==> src/hdl/wgm_pkg.sv <==
// Package for the watercolor granulation mask block: payload structs, configuration
// layout, hash and blend constants, and the octave reciprocal table.
// No dependencies.
`timescale 1ns / 1ps
`default_nettype none

package wgm_pkg;

  localparam logic [31:0] MIX_K1        = 32'h7feb352d;
  localparam logic [31:0] MIX_K2        = 32'h846ca68b;
  localparam logic [31:0] HASH_GOLD     = 32'h9e3779b9;
  localparam logic [31:0] OCT_SEED_STEP = 32'd1013;
  localparam logic [31:0] OFF_SALT_X    = 32'hA1B2C3D4;
  localparam logic [31:0] OFF_SALT_Y    = 32'h31415926;

  localparam logic [16:0] UNITY_Q16       = 17'd65536;
  localparam logic [15:0] HALF_Q15        = 16'd32768;
  localparam logic [16:0] EASE_THREE_HALF = 17'd98304;

  localparam int unsigned FIFO_DEPTH = 4;
  localparam int unsigned REG_ADDR_W = 5;

  // Index 0 and 1 unused: one octave needs no scaling.
  localparam logic [31:0] RECIP_TABLE [0:16] = '{
    32'd0,          32'd0,          32'd1431655765, 32'd613566757,
    32'd286331153,  32'd138547332,  32'd68174084,   32'd33818640,
    32'd16843009,   32'd8405024,    32'd4198404,    32'd2098177,
    32'd1048832,    32'd524352,     32'd262160,     32'd131076,
    32'd65537
  };

  typedef enum logic [2:0] {
    REG_NOISE_SEED    = 3'd0,
    REG_OCTAVE_COUNT  = 3'd1,
    REG_LATTICE_SCALE = 3'd2,
    REG_GRANULATION   = 3'd3,
    REG_STRENGTH      = 3'd4
  } reg_idx_e;

  typedef struct packed {
    logic [11:0] pixel_x;
    logic [11:0] pixel_y;
    logic [7:0]  mask_coverage;
    logic [7:0]  channel_zero;
    logic [7:0]  channel_one;
    logic [7:0]  channel_two;
    logic [7:0]  channel_three;
  } pixel_in_t;

  typedef struct packed {
    logic [7:0] out_channel_zero;
    logic [7:0] out_channel_one;
    logic [7:0] out_channel_two;
    logic [7:0] out_channel_three;
    logic [7:0] final_coverage;
  } pixel_out_t;

  typedef struct packed {
    logic [31:0] noise_seed;
    logic [3:0]  octave_count;
    logic [31:0] lattice_scale;
    logic [16:0] granulation;
    logic [15:0] strength;
  } cfg_t;

  typedef struct packed {
    logic       outside;
    logic [7:0] mask;
    logic [7:0] channel_zero;
    logic [7:0] channel_one;
    logic [7:0] channel_two;
    logic [7:0] channel_three;
  } side_t;

  typedef struct packed {
    logic [31:0] coord_x;
    logic [31:0] coord_y;
    side_t       side;
  } front_item_t;

  typedef struct packed {
    logic        push;
    front_item_t item;
  } fifo_wr_t;

  typedef struct packed {
    logic        empty;
    front_item_t item;
  } fifo_rd_t;

  function automatic logic [31:0] mix_shift16(input logic [31:0] v);
    return v ^ (v >> 16);
  endfunction

  function automatic logic [31:0] mix_shift15(input logic [31:0] v);
    return v ^ (v >> 15);
  endfunction

  function automatic logic [31:0] hash_pre(input logic [15:0] c, input logic [31:0] h);
    return {16'h0000, c} + HASH_GOLD + (h << 6) + (h >> 2);
  endfunction

  function automatic logic [15:0] blend_q15(input logic [15:0] a, input logic [15:0] b,
                                            input logic [15:0] w);
    logic [15:0] wc;
    logic [32:0] s;
    wc = HALF_Q15 - w;
    s  = 33'(a) * 33'(wc) + 33'(b) * 33'(w);
    return s[30:15];
  endfunction

endpackage

`default_nettype wire

==> src/hdl/wgm_fifo.sv <==
// Short queue between the front end and the noise back end.
// Depends on wgm_pkg.
`timescale 1ns / 1ps
`default_nettype none

module wgm_fifo import wgm_pkg::*; (
  input  wire logic     clk_i,
  input  wire logic     rst_ni,
  input  wire fifo_wr_t wr_i,
  output logic          full_o,
  input  wire logic     pop_i,
  output fifo_rd_t      rd_o
);

  localparam int unsigned PTR_W = $clog2(FIFO_DEPTH);
  localparam int unsigned CNT_W = $clog2(FIFO_DEPTH + 1);

  front_item_t      mem_q [FIFO_DEPTH];
  logic [PTR_W-1:0] wr_ptr_q, rd_ptr_q;
  logic [CNT_W-1:0] count_q;
  logic             push, pop;

  assign full_o     = (count_q == CNT_W'(FIFO_DEPTH));
  assign rd_o.empty = (count_q == '0);
  assign rd_o.item  = mem_q[rd_ptr_q];
  assign push       = wr_i.push && !full_o;
  assign pop        = pop_i && !rd_o.empty;

  always_ff @(posedge clk_i or negedge rst_ni) begin
    if (!rst_ni) begin
      wr_ptr_q <= '0;
      rd_ptr_q <= '0;
      count_q  <= '0;
    end else begin
      if (push) begin
        wr_ptr_q <= wr_ptr_q + PTR_W'(1);
      end
      if (pop) begin
        rd_ptr_q <= rd_ptr_q + PTR_W'(1);
      end
      if (push && !pop) begin
        count_q <= count_q + CNT_W'(1);
      end else if (pop && !push) begin
        count_q <= count_q - CNT_W'(1);
      end
    end
  end

  always_ff @(posedge clk_i) begin
    if (push) begin
      mem_q[wr_ptr_q] <= wr_i.item;
    end
  end

endmodule

`default_nettype wire

==> config.mk <==
export PLATFORM = sky130hd
export DESIGN_NAME = wgm_fifo
export DESIGN_NICKNAME = d
export VERILOG_FILES = /design/src/hdl/wgm_pkg.sv /design/src/hdl/wgm_fifo.sv
export SDC_FILE = /design/constraint.sdc
export NUM_CORES = 1
export LEC_CHECK = 0
export ABC_AREA = 1
export BUFFER_PORTS_ARGS = -buffer_cell sky130_fd_sc_hd__buf_2
export CAP_MARGIN = 20
export CELL_PAD_IN_SITES_DETAIL_PLACEMENT = 0
export CELL_PAD_IN_SITES_GLOBAL_PLACEMENT = 2
export CORE_ASPECT_RATIO = 2
export CORE_MARGIN = 3
export CORE_UTILIZATION = 36
export CTS_CLUSTER_SIZE = 16
export DETAILED_ROUTE_END_ITERATION = 10
export PLACE_DENSITY_LB_ADDON = 0.08
export SYNTH_ARGS = -nofsm -noshare
export SYNTH_HDL_FRONTEND = slang
export SYNTH_SLANG_ARGS = --single-unit
==> constraint.sdc <==
create_clock -name clk_i -period 5.54 [get_ports clk_i]
set_input_delay 0.277 -clock clk_i [delete_from_list [all_inputs] [get_ports clk_i]]
set_output_delay 0.277 -clock clk_i [all_outputs]
set_load 0.01 [all_outputs]
## Yosys cells after proc, flatten, opt, wreduce, memory -nomap -nowiden

Memory sizes are Yosys's and may differ from the RTL's.
Cells that the tools add are included.

- Register bits after elaboration: 7
- RAM bits: 420
- Input bits: 109
- Word-level logic and storage cells: 23
- Memories kept: 1

- Add/subtract/negate cells: 4
- Equal/unequal tests: 1
- Multiplexer cells: 4
- Reduce and logical (&&, ||, !) cells: 10

Memories:

| name | depth | bits a word | read ports | clocked after memory_dff | write ports | RTL line | text |
|---|---|---|---|---|---|---|---|
| mem_q | 4 | 105 | 1 | 0 | 1 | wgm_fifo.sv:18 | `front_item_t mem_q [FIFO_DEPTH];` |

Operators with widths:

| cell | count |
|---|---|
| $mux 3 | 2 |
| $add 2x1->2 const B | 2 |
| $logic_and 1x1->1 | 4 |
| $logic_not 1->1 | 4 |
| $add 3x1->3 const B | 1 |
| $eq 3x3->1 const B | 1 |
| $logic_not 3->1 | 1 |
| $sub 3x1->3 const B | 1 |
| $mux 1 | 2 |
| $reduce_bool 2->1 | 1 |

## Depth between registers and ports, before layout

- Depth in word-level cells: 7
- Depth in mapped cells: 12
- Mapped depth without buffers: 12

## Least setup slack after synthesis

OpenSTA, ideal clock, no wires.

- Kind: flip-flop to flip-flop
- Start: register count_q[0]
- End: memory mem_q[0][0] (netlist bit), enable pin
- Library setup time: 570 ps
- Data arrival time: 5094 ps
- Required time: 4970 ps
- Slack: -124 ps
- Stages on the path, launching flop included: 5
- Buffers on the path: 0
- Clock period less this slack: 5664 ps
- Path through: dfrtp_1 inv_1 nand3_1 nand2_1 nor2_1

- Cells in the longest elaborated chain, start to end: 5

RTL lines:

| item | RTL line | text |
|---|---|---|
| start: declaration | wgm_fifo.sv:20 | `logic [CNT_W-1:0] count_q;` |
| start signal: assignment | wgm_fifo.sv:42 | `count_q <= count_q + CNT_W'(1);` |
| start signal: assignment | wgm_fifo.sv:44 | `count_q <= count_q - CNT_W'(1);` |
| $eq 3x3->1 | wgm_fifo.sv:23 | `assign full_o = (count_q == CNT_W'(FIFO_DEPTH));` |
| $logic_not 1->1 | wgm_fifo.sv:26 | `assign push = wr_i.push && !full_o;` |
| $logic_and 1x1->1 | wgm_fifo.sv:26 |  |
| $mux 1 | wgm_fifo.sv:50 | `if (push) begin` |
| $mux 1 (implied by the code) | wgm_fifo.sv:51 | `mem_q[wr_ptr_q] <= wr_i.item;` |
| end: declaration | wgm_fifo.sv:18 |  |

No other way between the ends.

==> impl_metrics.ini <==
[outcome]
status = complete, no violations

[die]
io_pins = 216
coreArea_mm2 = 0.0468
dieArea_mm2 = 0.0502
chipWidth_um = 160
start_util = 0.365
die_h_um = 314
placementRows = 112

[logic_synthesis]
ys.flop_type = edfxtp_1
synth_simple_gate_area_frac = 0.0765
synthMuxAreaShare = 0
synth_top_family_by_area = compound AO/OA/AOI/OAI gates
synth_seq_cells = 427
ys_warn_count = 0
synth_top_area_share = 0.739
synth_seq_area_share = 0.749
synth_edf_count = 420
synth.area.top_cells = edfxtp_1 (74%), o211ai_1 (9.2%), nand2_1 (7.3%), inv_1 (4.9%), dfrtp_1 (1.0%)
synth_area_per_cell_um2 = 13.3
synth-compound-area-share = 0.0926
synth_top_area_cell = edfxtp_1
async_reset_ff_frac = 0.0164
syn-cell-area_mm2 = 0.0171
yosysUniqueCellTypes = 18
netlist_instances = 1286
ys_top_cells_by_count = edfxtp_1 (420), nand2_1 (333), inv_1 (225)
synth_fp_nets = 1401
yosysMostFrequentCell = edfxtp_1
synthXorXnorAreaFrac = 0.000513
synthAdderAreaFrac = 0.00484

[pwr]
clkPwrFrac = 0.243
p_per_area_mw_per_mm2 = 503
p_sw_uw = 3720
p_int_uw = 6790
pwr-share-seq = 0.423
total_power_uw = 10500
p_sw_frac = 0.354
combPwrFrac = 0.333
ir_worst_vdd_mv = 0.351
leakagePower_uw = 0.00835

[clocking]
clock_path_buffers = 3
tritoncts = built
insertion_delay_ns = 0.53
cts_max_level = 2
post_cts.repair.setup_buffers = 0
root_buffer = clkbuf_16
clkSlewWorstSetupHoldPaths_ns = 0.06
clkSinkCount = 427
cts_buffers = 39

[global_routing]
grt_antenna_before_repair = 4
grt_pass1_vias = 10538
grt_usage = 0.158
grt_first_pass_wirelength_mm = 61.4
overflow = 0
grt_max_degree = 166

[layout]
regArea_mm2 = 0.0128
drive_gt1_frac = 0.176
n_fill_cell = 4393
final_util = 0.447
finalNetCount = 1706
multi_input_area_mm2 = 0.00301
area_delta_synth_final_pct = 22.4

[route]
top_layer = met5
post_drt_wl_per_cell_um = 17.7
wl_met1_mm = 16.8
viasPerCell = 4.59
drc = 0
routed_wl_mm = 39.9
postRouteAntennaNets = 0
drtPass1Iterations = 4
wl_met3_mm = 1.72
wl_met2_mm = 20.4
num_vias = 10324
drt_iter0_drc = 424

[critical_path]
crit_fanout = 76
crit_path_start_kind = register
arrival_ns = 3.05
critPathRequiredTime_ns = 5.26
crit_type = reg2out
endpoint_kind = output pin

[placed_design]
place_hpwl_mm = 23.5
place_congestion = 0.706
numPortBuffers = 215

[job]
cap_violations = 0

[sta]
tns_ns = 0
hold_viol = 0
rsz0062_at_grt = false
worst_slew_pin_slew_ns = 1.02
slew_viol_final = 0
fin_skew_ns = 0.00612
relSlewSlack = 0.317
fmax_mhz = 301
setup_viol = 0
fin_crit_sh = 0.601
post-route-min-period_ns = 3.33

[min_path]
hold_class = in2reg
-- power groups by stage --
stage          logic, uW  clock network [uW]  registers, uW
2_1_floorplan       2330                   0           4520
3_3_place_gp        3580                   0           4520
3_5_place_dp        3590                   0           4530
4_1_cts             3660                2660           4460
5_1_grt             3960                2770           4510
6_report            3500                2560           4450
-- layer usage --
metal,global-route usage,up-vias
li1,-,5092
met1,0.194,4949
met2,0.285,227
met3,0.0276,52
met4,0.0454,4
met5,0,-
-- kinds of logic after synthesis --
group,after synthesis
DFF,427
adders and majority gates,6
AOI/OAI and AO/OA,211
and+or+nand+nor,345
buffers and inverters,296
xor gates and xnor gates,1
-- flip-flops by register name, indices dropped and copies added, names as in the netlist --
signal and cells:
rd_ptr_q 2, mem_q 420, wr_ptr_q 2, count_q 3
-- metrics by stage --
step | hold slack [ns] | worst slack (ns) | area [um2] | instances
2_1_floorplan | -0.0186 | -0.124 | 17100 | 1286
3_3_place_gp | 0.129 | 2.66 | 18600 | 2071
3_5_place_dp | 0.132 | 2.62 | 18600 | 2071
4_1_cts | 0.00246 | 2.04 | 20900 | 2247
5_1_grt | 0.0306 | 1.96 | 20900 | 2248
6_report | 0.0378 | 2.21 | 20900 | 2249
-- final cells by class --
cell class | instances | share of cell area
inverters | 227 | 0.0412
clock inverters | 25 | 0.00748
repair buffers | 333 | 0.108
flip-flops and latches | 427 | 0.612
multi-input cells | 563 | 0.144
diodes | 2 | 0.000239
clock buffers | 45 | 0.0498
well taps | 627 | 0.0375
-- worst max-delay path: stages, from the launching register on --
cell	delay [ns]
dfrtp_4	0.76
inv_4	0.86
buf_4	0.47
o211ai_1	0.15
nand2_1	0.10
buf_2	0.13
-- placed cells by master, fill, tap and decap left out, types with 2 or more instances in the layout --
cell	instances
edfxtp_1	420
nand2_1	333
inv_1	225
buf_2	215
o211ai_1	210
dlygate4sd3_1	106
clkbuf_16	41
clkinv_1	15
buf_4	10
clkinv_2	8
nand3_1	7
dfrtp_1	6
ha_1	5
nor2_4	4
clkbuf_1	4
diode_2	2
bufinv_16	2
buf_12	2
-- worst paths after layout --
check	start	to	slack (ns)	depth (start not counted)
worst min-delay path	wr_i[105]	wr_ptr_q[0]	0.04	3
max in group asynchronous	rst_ni	rd_ptr_q[1]	5.20	2
min in group asynchronous	rst_ni	count_q[2]	0.15	2
worst max register to register	count_q[0]	mem_q[2][91]	2.81	5
worst max-delay path	rd_ptr_q[1]	rd_o[49]	2.21	5
worst min register to register	count_q[2]	count_q[2]	0.52	2
-- repair_timing --
action / in CTS / in global routing
hold buffers: 106 / 0
gates resized for setup: 0 / 0
hold endpoints to repair: 426 / 0
Note: power is estimated with default switching activity, not from simulation.
