===== config.mk =====
export PLATFORM = sky130hd
export DESIGN_NAME = wgm_front
export DESIGN_NICKNAME = d
export VERILOG_FILES = /design/src/hdl/wgm_pkg.sv /design/src/hdl/wgm_front.sv
export SDC_FILE = /design/constraint.sdc
export NUM_CORES = 2
export LEC_CHECK = 0
export BUFFER_PORTS_ARGS = -buffer_cell sky130_fd_sc_hd__buf_2
export CAP_MARGIN = 30
export CORE_MARGIN = 2
export CORE_UTILIZATION = 54
export CTS_CLUSTER_SIZE = 16
export DETAILED_ROUTE_END_ITERATION = 8
export GPL_ROUTABILITY_DRIVEN = 0
export PLACE_DENSITY = 0.76
export SLEW_MARGIN = 20
export SYNTH_ARGS = -nofsm -noshare
export SYNTH_HDL_FRONTEND = slang
export SYNTH_SLANG_ARGS = --single-unit

===== constraint.sdc =====
create_clock -name clk_i -period 23.7 [get_ports clk_i]
set_clock_uncertainty 0.2 [all_clocks]
set_input_delay 3.555 -clock clk_i [delete_from_list [all_inputs] [get_ports clk_i]]
set_output_delay 3.555 -clock clk_i [all_outputs]
set_load 0.005 [all_outputs]

===== src/hdl/wgm_pkg.sv =====
// Package for the watercolor granulation mask block: payload structs, configuration
// layout, hash and blend constants, and the octave reciprocal table.
// No dependencies.
`timescale 1ns / 1ps
`default_nettype none

package wgm_pkg;

  localparam logic [31:0] MIX_K1        = 32'h7feb352d;
  localparam logic [31:0] MIX_K2        = 32'h846ca68b;
  localparam logic [31:0] HASH_GOLD     = 32'h9e3779b9;
  localparam logic [31:0] OCT_SEED_STEP = 32'd1013;
  localparam logic [31:0] OFF_SALT_X    = 32'hA1B2C3D4;
  localparam logic [31:0] OFF_SALT_Y    = 32'h31415926;

  localparam logic [16:0] UNITY_Q16       = 17'd65536;
  localparam logic [15:0] HALF_Q15        = 16'd32768;
  localparam logic [16:0] EASE_THREE_HALF = 17'd98304;

  localparam int unsigned FIFO_DEPTH = 4;
  localparam int unsigned REG_ADDR_W = 5;

  // Index 0 and 1 unused: one octave needs no scaling.
  localparam logic [31:0] RECIP_TABLE [0:16] = '{
    32'd0,          32'd0,          32'd1431655765, 32'd613566757,
    32'd286331153,  32'd138547332,  32'd68174084,   32'd33818640,
    32'd16843009,   32'd8405024,    32'd4198404,    32'd2098177,
    32'd1048832,    32'd524352,     32'd262160,     32'd131076,
    32'd65537
  };

  typedef enum logic [2:0] {
    REG_NOISE_SEED    = 3'd0,
    REG_OCTAVE_COUNT  = 3'd1,
    REG_LATTICE_SCALE = 3'd2,
    REG_GRANULATION   = 3'd3,
    REG_STRENGTH      = 3'd4
  } reg_idx_e;

  typedef struct packed {
    logic [11:0] pixel_x;
    logic [11:0] pixel_y;
    logic [7:0]  mask_coverage;
    logic [7:0]  channel_zero;
    logic [7:0]  channel_one;
    logic [7:0]  channel_two;
    logic [7:0]  channel_three;
  } pixel_in_t;

  typedef struct packed {
    logic [7:0] out_channel_zero;
    logic [7:0] out_channel_one;
    logic [7:0] out_channel_two;
    logic [7:0] out_channel_three;
    logic [7:0] final_coverage;
  } pixel_out_t;

  typedef struct packed {
    logic [31:0] noise_seed;
    logic [3:0]  octave_count;
    logic [31:0] lattice_scale;
    logic [16:0] granulation;
    logic [15:0] strength;
  } cfg_t;

  typedef struct packed {
    logic       outside;
    logic [7:0] mask;
    logic [7:0] channel_zero;
    logic [7:0] channel_one;
    logic [7:0] channel_two;
    logic [7:0] channel_three;
  } side_t;

  typedef struct packed {
    logic [31:0] coord_x;
    logic [31:0] coord_y;
    side_t       side;
  } front_item_t;

  typedef struct packed {
    logic        push;
    front_item_t item;
  } fifo_wr_t;

  typedef struct packed {
    logic        empty;
    front_item_t item;
  } fifo_rd_t;

  function automatic logic [31:0] mix_shift16(input logic [31:0] v);
    return v ^ (v >> 16);
  endfunction

  function automatic logic [31:0] mix_shift15(input logic [31:0] v);
    return v ^ (v >> 15);
  endfunction

  function automatic logic [31:0] hash_pre(input logic [15:0] c, input logic [31:0] h);
    return {16'h0000, c} + HASH_GOLD + (h << 6) + (h >> 2);
  endfunction

  function automatic logic [15:0] blend_q15(input logic [15:0] a, input logic [15:0] b,
                                            input logic [15:0] w);
    logic [15:0] wc;
    logic [32:0] s;
    wc = HALF_Q15 - w;
    s  = 33'(a) * 33'(wc) + 33'(b) * 33'(w);
    return s[30:15];
  endfunction

endpackage

`default_nettype wire


===== src/hdl/wgm_front.sv =====
// Front end: accepts pixels, classifies outside pixels, adds the seed offset and
// scales the position to lattice coordinates. Depends on wgm_pkg.
`timescale 1ns / 1ps
`default_nettype none

module wgm_front import wgm_pkg::*; #(
  parameter int unsigned COORD_BITS = 12
) (
  input  wire logic      clk_i,
  input  wire logic      rst_ni,
  input  wire cfg_t      cfg_i,
  input  wire logic      in_valid_i,
  output logic           in_stall_o,
  input  wire pixel_in_t in_data_i,
  input  wire logic      full_i,
  output fifo_wr_t       wr_o
);

  localparam int unsigned POS_W  = COORD_BITS + 17;
  localparam int unsigned PROD_W = POS_W + 16;
  localparam int unsigned SUM_W  = POS_W + 32;

  logic              en;
  logic [3:0]        valid_q;
  side_t             side1_q, side2_q, side3_q, side4_q;
  logic [COORD_BITS-1:0] px_q, py_q;
  logic [POS_W-1:0]  pos_x_q, pos_y_q;
  logic [PROD_W-1:0] plo_x_q, phi_x_q, plo_y_q, phi_y_q;
  logic [31:0]       cx_q, cy_q;
  logic [31:0]       off_x_q, off_y_q;
  logic [31:0]       ox_m, oy_m, ox_h, oy_h;
  logic [23:0]       off_x, off_y;
  logic [15:0]       px_wide, py_wide;
  logic [SUM_W-1:0]  sum_x, sum_y;
  side_t             side_in;

  assign en         = !(valid_q[3] && full_i);
  assign in_stall_o = !en;

  assign px_wide = 16'(in_data_i.pixel_x);
  assign py_wide = 16'(in_data_i.pixel_y);

  always_comb begin
    side_in.outside       = (in_data_i.mask_coverage == 8'd0);
    side_in.mask          = in_data_i.mask_coverage;
    side_in.channel_zero  = in_data_i.channel_zero;
    side_in.channel_one   = in_data_i.channel_one;
    side_in.channel_two   = in_data_i.channel_two;
    side_in.channel_three = in_data_i.channel_three;
  end

  always_ff @(posedge clk_i) begin
    off_x_q <= mix_shift16(cfg_i.noise_seed ^ OFF_SALT_X) * MIX_K1;
    off_y_q <= mix_shift16(cfg_i.noise_seed ^ OFF_SALT_Y) * MIX_K1;
  end

  assign ox_m  = mix_shift15(off_x_q) * MIX_K2;
  assign oy_m  = mix_shift15(off_y_q) * MIX_K2;
  assign ox_h  = mix_shift16(ox_m);
  assign oy_h  = mix_shift16(oy_m);
  assign off_x = {ox_h[9:0], 14'h0000};
  assign off_y = {oy_h[9:0], 14'h0000};

  assign sum_x = (SUM_W'(phi_x_q) << 16) + SUM_W'(plo_x_q);
  assign sum_y = (SUM_W'(phi_y_q) << 16) + SUM_W'(plo_y_q);

  always_ff @(posedge clk_i or negedge rst_ni) begin
    if (!rst_ni) begin
      valid_q <= 4'b0000;
    end else if (en) begin
      valid_q <= {valid_q[2:0], in_valid_i};
    end
  end

  always_ff @(posedge clk_i) begin
    if (en) begin
      px_q    <= px_wide[COORD_BITS-1:0];
      py_q    <= py_wide[COORD_BITS-1:0];
      side1_q <= side_in;
      pos_x_q <= POS_W'({px_q, 16'h0000}) + POS_W'(off_x);
      pos_y_q <= POS_W'({py_q, 16'h0000}) + POS_W'(off_y);
      side2_q <= side1_q;
      plo_x_q <= PROD_W'(pos_x_q) * PROD_W'(cfg_i.lattice_scale[15:0]);
      phi_x_q <= PROD_W'(pos_x_q) * PROD_W'(cfg_i.lattice_scale[31:16]);
      plo_y_q <= PROD_W'(pos_y_q) * PROD_W'(cfg_i.lattice_scale[15:0]);
      phi_y_q <= PROD_W'(pos_y_q) * PROD_W'(cfg_i.lattice_scale[31:16]);
      side3_q <= side2_q;
      cx_q    <= sum_x[55:24];
      cy_q    <= sum_y[55:24];
      side4_q <= side3_q;
    end
  end

  always_comb begin
    wr_o.push         = valid_q[3] && !full_i;
    wr_o.item.coord_x = cx_q;
    wr_o.item.coord_y = cy_q;
    wr_o.item.side    = side4_q;
  end

endmodule

`default_nettype wire


After elaboration in Yosys (flattened, before gate mapping)

Index checks and enable logic that the tools add are counted.

Flip-flop bits (word level): 548
Output and inout bits: 107
Word-level logic and storage cells: 61
Input port bits: 169

$add $sub $neg: 4
Reduce and logical (&&, ||, !) cells: 4
Bitwise logic cells: 8
$mul: 8

Operators with widths:

| operator                                            | count |
|---|---|
| adder 56 x 45 -> 56 bit                             | 2 |
| multiplier 29 x 16 -> 45 bit                        | 2 |
| multiplier 29 x 16 -> 40 bit                        | 2 |
| multiplier 32 x 31 -> 32 bit, second input constant | 2 |
| multiplier 32 x 32 -> 26 bit, second input constant | 2 |
| bitwise XOR 32 x 16 -> 32 bit                       | 2 |
| bitwise XOR 32 x 17 -> 32 bit                       | 2 |
| adder 28 x 24 -> 29 bit                             | 2 |
| bitwise XOR 10 bit                                  | 2 |
| inverter 15 bit                                     | 1 |
| inverter 12 bit                                     | 1 |
| logical NOT 8 bit                                   | 1 |
| logical AND 1 bit                                   | 2 |
| logical NOT 1 bit                                   | 1 |

Depth between registers and ports, before layout

Depth in word-level cells: 4
Depth in mapped cells: 31
Gate-level depth less buffers: 31

Worst setup path before layout

Ideal clock, no wire load.

Kind: input port to output port
Start point: input full_i
End point: output in_stall_o
Arrival time: 11.932 ns
Path buffers: 0
Stages on the path: 2
Required time: 19.945 ns
Slack: 8.013 ns
Cell sequence: nand2_1 inv_1

Cells in the longest elaborated chain, start to end: 1

RTL lines:

| what               | RTL line        | text |
|---|---|---|
| start: declaration | wgm_front.sv:15 | `input wire logic full_i,` |
| logical AND 1 bit  | wgm_front.sv:37 | `assign en = !(valid_q[3] && full_i);` |
| end: declaration   | wgm_front.sv:13 | `output logic in_stall_o,` |

No other way between the ends.

Worst setup path after layout

Start point: input cfg_i[85] (netlist name)
End point: register off_x_q[30]

Cells in the longest elaborated chain, start to end: 2

RTL lines:

| what                          | RTL line        | text |
|---|---|---|
| start: declaration            | wgm_front.sv:11 | `input wire cfg_t cfg_i,` |
| bitwise XOR 32 x 16 -> 32 bit | wgm_pkg.sv:92   | `return v ^ (v >> 16);` |
| multiplier 32 x 31 -> 32 bit  | wgm_front.sv:53 | `off_x_q <= mix_shift16(cfg_i.noise_seed ^ OFF_SALT_X) * MIX_K1;` |
| end signal: assignment        | wgm_front.sv:53 |  |
| end: declaration              | wgm_front.sv:30 | `logic [31:0] off_x_q, off_y_q;` |

No other way between the ends.
A chain may end at the register's enable or synchronous reset.

==> results.md <==
- Die ar.: 137000 um2
- Initial core utilization: 54.3%
- CTS tree: yes
- Asr flop ratio synth: 0.903%
- Post-synth net total: 9557
- Worst EP arrival: 10.81 ns
- Post-Route Setup TNS: 0 ns
- Total CTS buffers: 49
- Hold Vio Cnt, Final: 0
- Worst r2r src: off_x_q[17]
- GR Util met3: 3.69%
- M1 GR Usage: 31.1%
- Share of cells above drive strength 1: 5.37%
- Synth Register Bits: 443
- Core Util, Final: 57.9%
- Main synth FF type: edfxtp_1
- Final min period: 10.50 ns
- DRT Pass-1 Iters: 5
- Final WL: 166000 um
- Yosys cell types: 68
- CP max stage delay: 0.53 ns
- Slowest-stage cell, CP: fa_1
- Gr busiest metal: met2
- First-pass GRT wire length: 273000 um
- Cells on worst reg2reg path: 28
- Max Buffers Root-to-Sink: 3
- Worst hold-check path type: reg -> reg
- Non-filler instance count after layout: 9107
- Num rows: 134
- # IOs: 276
- Total track usage: 25.3%
- Max-capacitance violation count: 0
- GR Layer Usage met2: 44.2%
- Die width: 370 um
- Status: completed
- Least-Margin Pin Slew: 0.966 ns
- Syn_area_per_cell: 10.2 um2
- Synthesized cell area: 72300 um2
- Hold_buf cts: 0
- Vias in the first global route: 53200
- Post-synthesis sequential area ratio: 17.5%
- WHS Path Cells: 0
- Inst Count DP: 9010
- Max-slew violations: 0
- CP startpoint: cfg_i[85]
- Layout area overhead: 6.74%
- Reg2Reg Setup Slack: 14.52 ns
- Largest net degree at the start of global routing: 84
- Crit start category: input pin
- Core area: 133000 um2
- Critical path capture point type: flop
- Syn Inst Count: 7128
- Max FO, Critical Path: 13
- Htree depth: 2
- Worst Setup EP: off_x_q[30]
- Drt initial violations: 2963
- Residual DRC count: 0
- Clock latency on the worst-skew pair: 0.65 ns
- Root Buffer: clkbuf_16
- Final setup violating endpoints: 0
- Final #Nets: 9724
- Number of flops mapped to enable cells by yosys: 376
- Hold_ws: 0.215 ns
- Chip Height: 370 um
- # port buffers: 238
- FMAX: 95.3 MHz
- Antenna violations before repair: 8
- Filler cells: 11000
- RSZ-0062 raised after global routing: false
- Clk sinks: 443
- Vias per cell: 5.29
- Detailed placement HPWL: 132000 um
- Post-CTS Setup Bufs: 0
- GRT overflow: 0
- Vias: 48200
- FF-to-FF End: pos_x_q[26]
- CTS resizes: 0
- Setup CP Type: in -> reg
- Final period utilization: 44.3%
- Clk slew on worst S/H paths: 0.06 ns
- Yosys warning count: 0
- Worst slew margin: 35.2%
- Wire per inst: 18.2 um
- Worst Path Required: 24.02 ns
- Remaining antenna violation count: 0
==> placed cells by master (no fill, tap or decap), types with 9 or more instances in the layout <==
cell	count
edfxtp_1	376
xor2_1	141
a21o_1	61
o21a_1	45
buf_2	238
a31oi_1	12
nor3_1	49
a21oi_1	129
nor2b_1	18
clkbuf_1	12
fa_1	1287
buf_4	60
nand2b_1	19
o21ai_0	66
and3_1	34
a211oi_1	24
dfxtp_1	63
xnor2_1	312
clkbuf_16	50
o31ai_1	9
ha_1	973
inv_1	1962
o21bai_1	25
nor2_1	126
nand3_1	47
nand2_1	603
or3_1	17
and2_1	421
==> cells in the mapped netlist, types with 8 or more instances <==
cell type     n  share of area [%]
o21bai_1     25               0.26
and3_1       34               0.29
fa_1       1287                 36
nor2b_1      18               0.16
clkbuf_1    182               0.94
a211oi_1     24               0.25
o21a_1       45               0.47
edfxtp_1    376                 16
nor3_1       49               0.34
o31ai_1       9              0.093
or3_1        17               0.15
nand2_1     604                3.1
xnor2_1     312                3.8
ha_1        973                 17
nand3_1      47               0.33
dfxtp_1      63                1.7
xor2_1      141                1.7
o21ai_0      67               0.46
a31oi_1      12               0.10
a21o_1       61               0.63
a21boi_0      8              0.083
a21oi_1     129               0.89
nand2b_1     19               0.16
and2_1      421                3.6
nor2_1      126               0.65
inv_1      1962                 10
==> sequential cells by signal, indices dropped and copies added (netlist names) <==
register and cells:
cx_q 32, cy_q 32, off_x_q 32, off_y_q 31, phi_x_q 26, phi_y_q 26, plo_x_q 21, plo_y_q 21
pos_x_q 15, pos_y_q 15, px_q 12, py_q 12, side1_q 41, side2_q 41, side3_q 41, valid_q 4
wr_o 41
==> logic make-up after synthesis <==
group	share of synthesized area [%]
simple gates	9.19
buf+inv	11.1
flops	17.5
fa+ha+maj	52.4
compound gates	4.18
mux	0.0467
xor+xnor	5.52
==> metal layers <==
metal  part of all wire [%]  vias up
li1                       -    21900
met5                 0.0078        -
met1                     39    24300
met2                     50     1657
met4                    4.6        2
met3                    6.8      405
==> worst min-delay path by stage <==
stage                      from          end
global placement    side1_q[15]  side2_q[15]
CTS                 side3_q[39]     wr_o[39]
floorplan           plo_x_q[24]      cx_q[0]
global route        side3_q[32]     wr_o[32]
detailed placement  plo_y_q[25]      cy_q[1]
finish              side3_q[15]     wr_o[15]
==> worst max-delay path, delay by kind of cell <==
kind / cells / cell delay, ns
AND/OR/NAND/NOR: 2 / 0.25
adder cells (fa/ha/maj): 9 / 3.56
AO/OA/AOI/OAI: 7 / 1.95
XOR/XNOR: 1 / 0.17
buffers and inverters: 7 / 1.27
==> metrics by stage <==
stage / area [um2] / setup WS [ns]
3_3_place_gp: 75500 / 12.75
4_1_cts: 77200 / 13.25
3_5_place_dp: 75500 / 12.59
2_1_floorplan: 72300 / 8.01
5_1_grt: 77200 / 12.68
6_report: 77200 / 13.20
==> cell type report <==
cell class | count | area [um2] | area share (%)
flip-flops and latches | 443 | 12700 | 16.4
clock buffers | 63 | 1310 | 1.70
repair buffers | 300 | 1700 | 2.20
diodes | 5 | 12.5 | 0.0162
inverters | 1962 | 7360 | 9.54
clock inverters | 27 | 335 | 0.434
multi-input cells | 4539 | 51600 | 66.9
well taps | 1768 | 2210 | 2.86
Power is not shown: default switching activity piles up to over one toggle a cycle in this logic, so the estimate is an artifact.
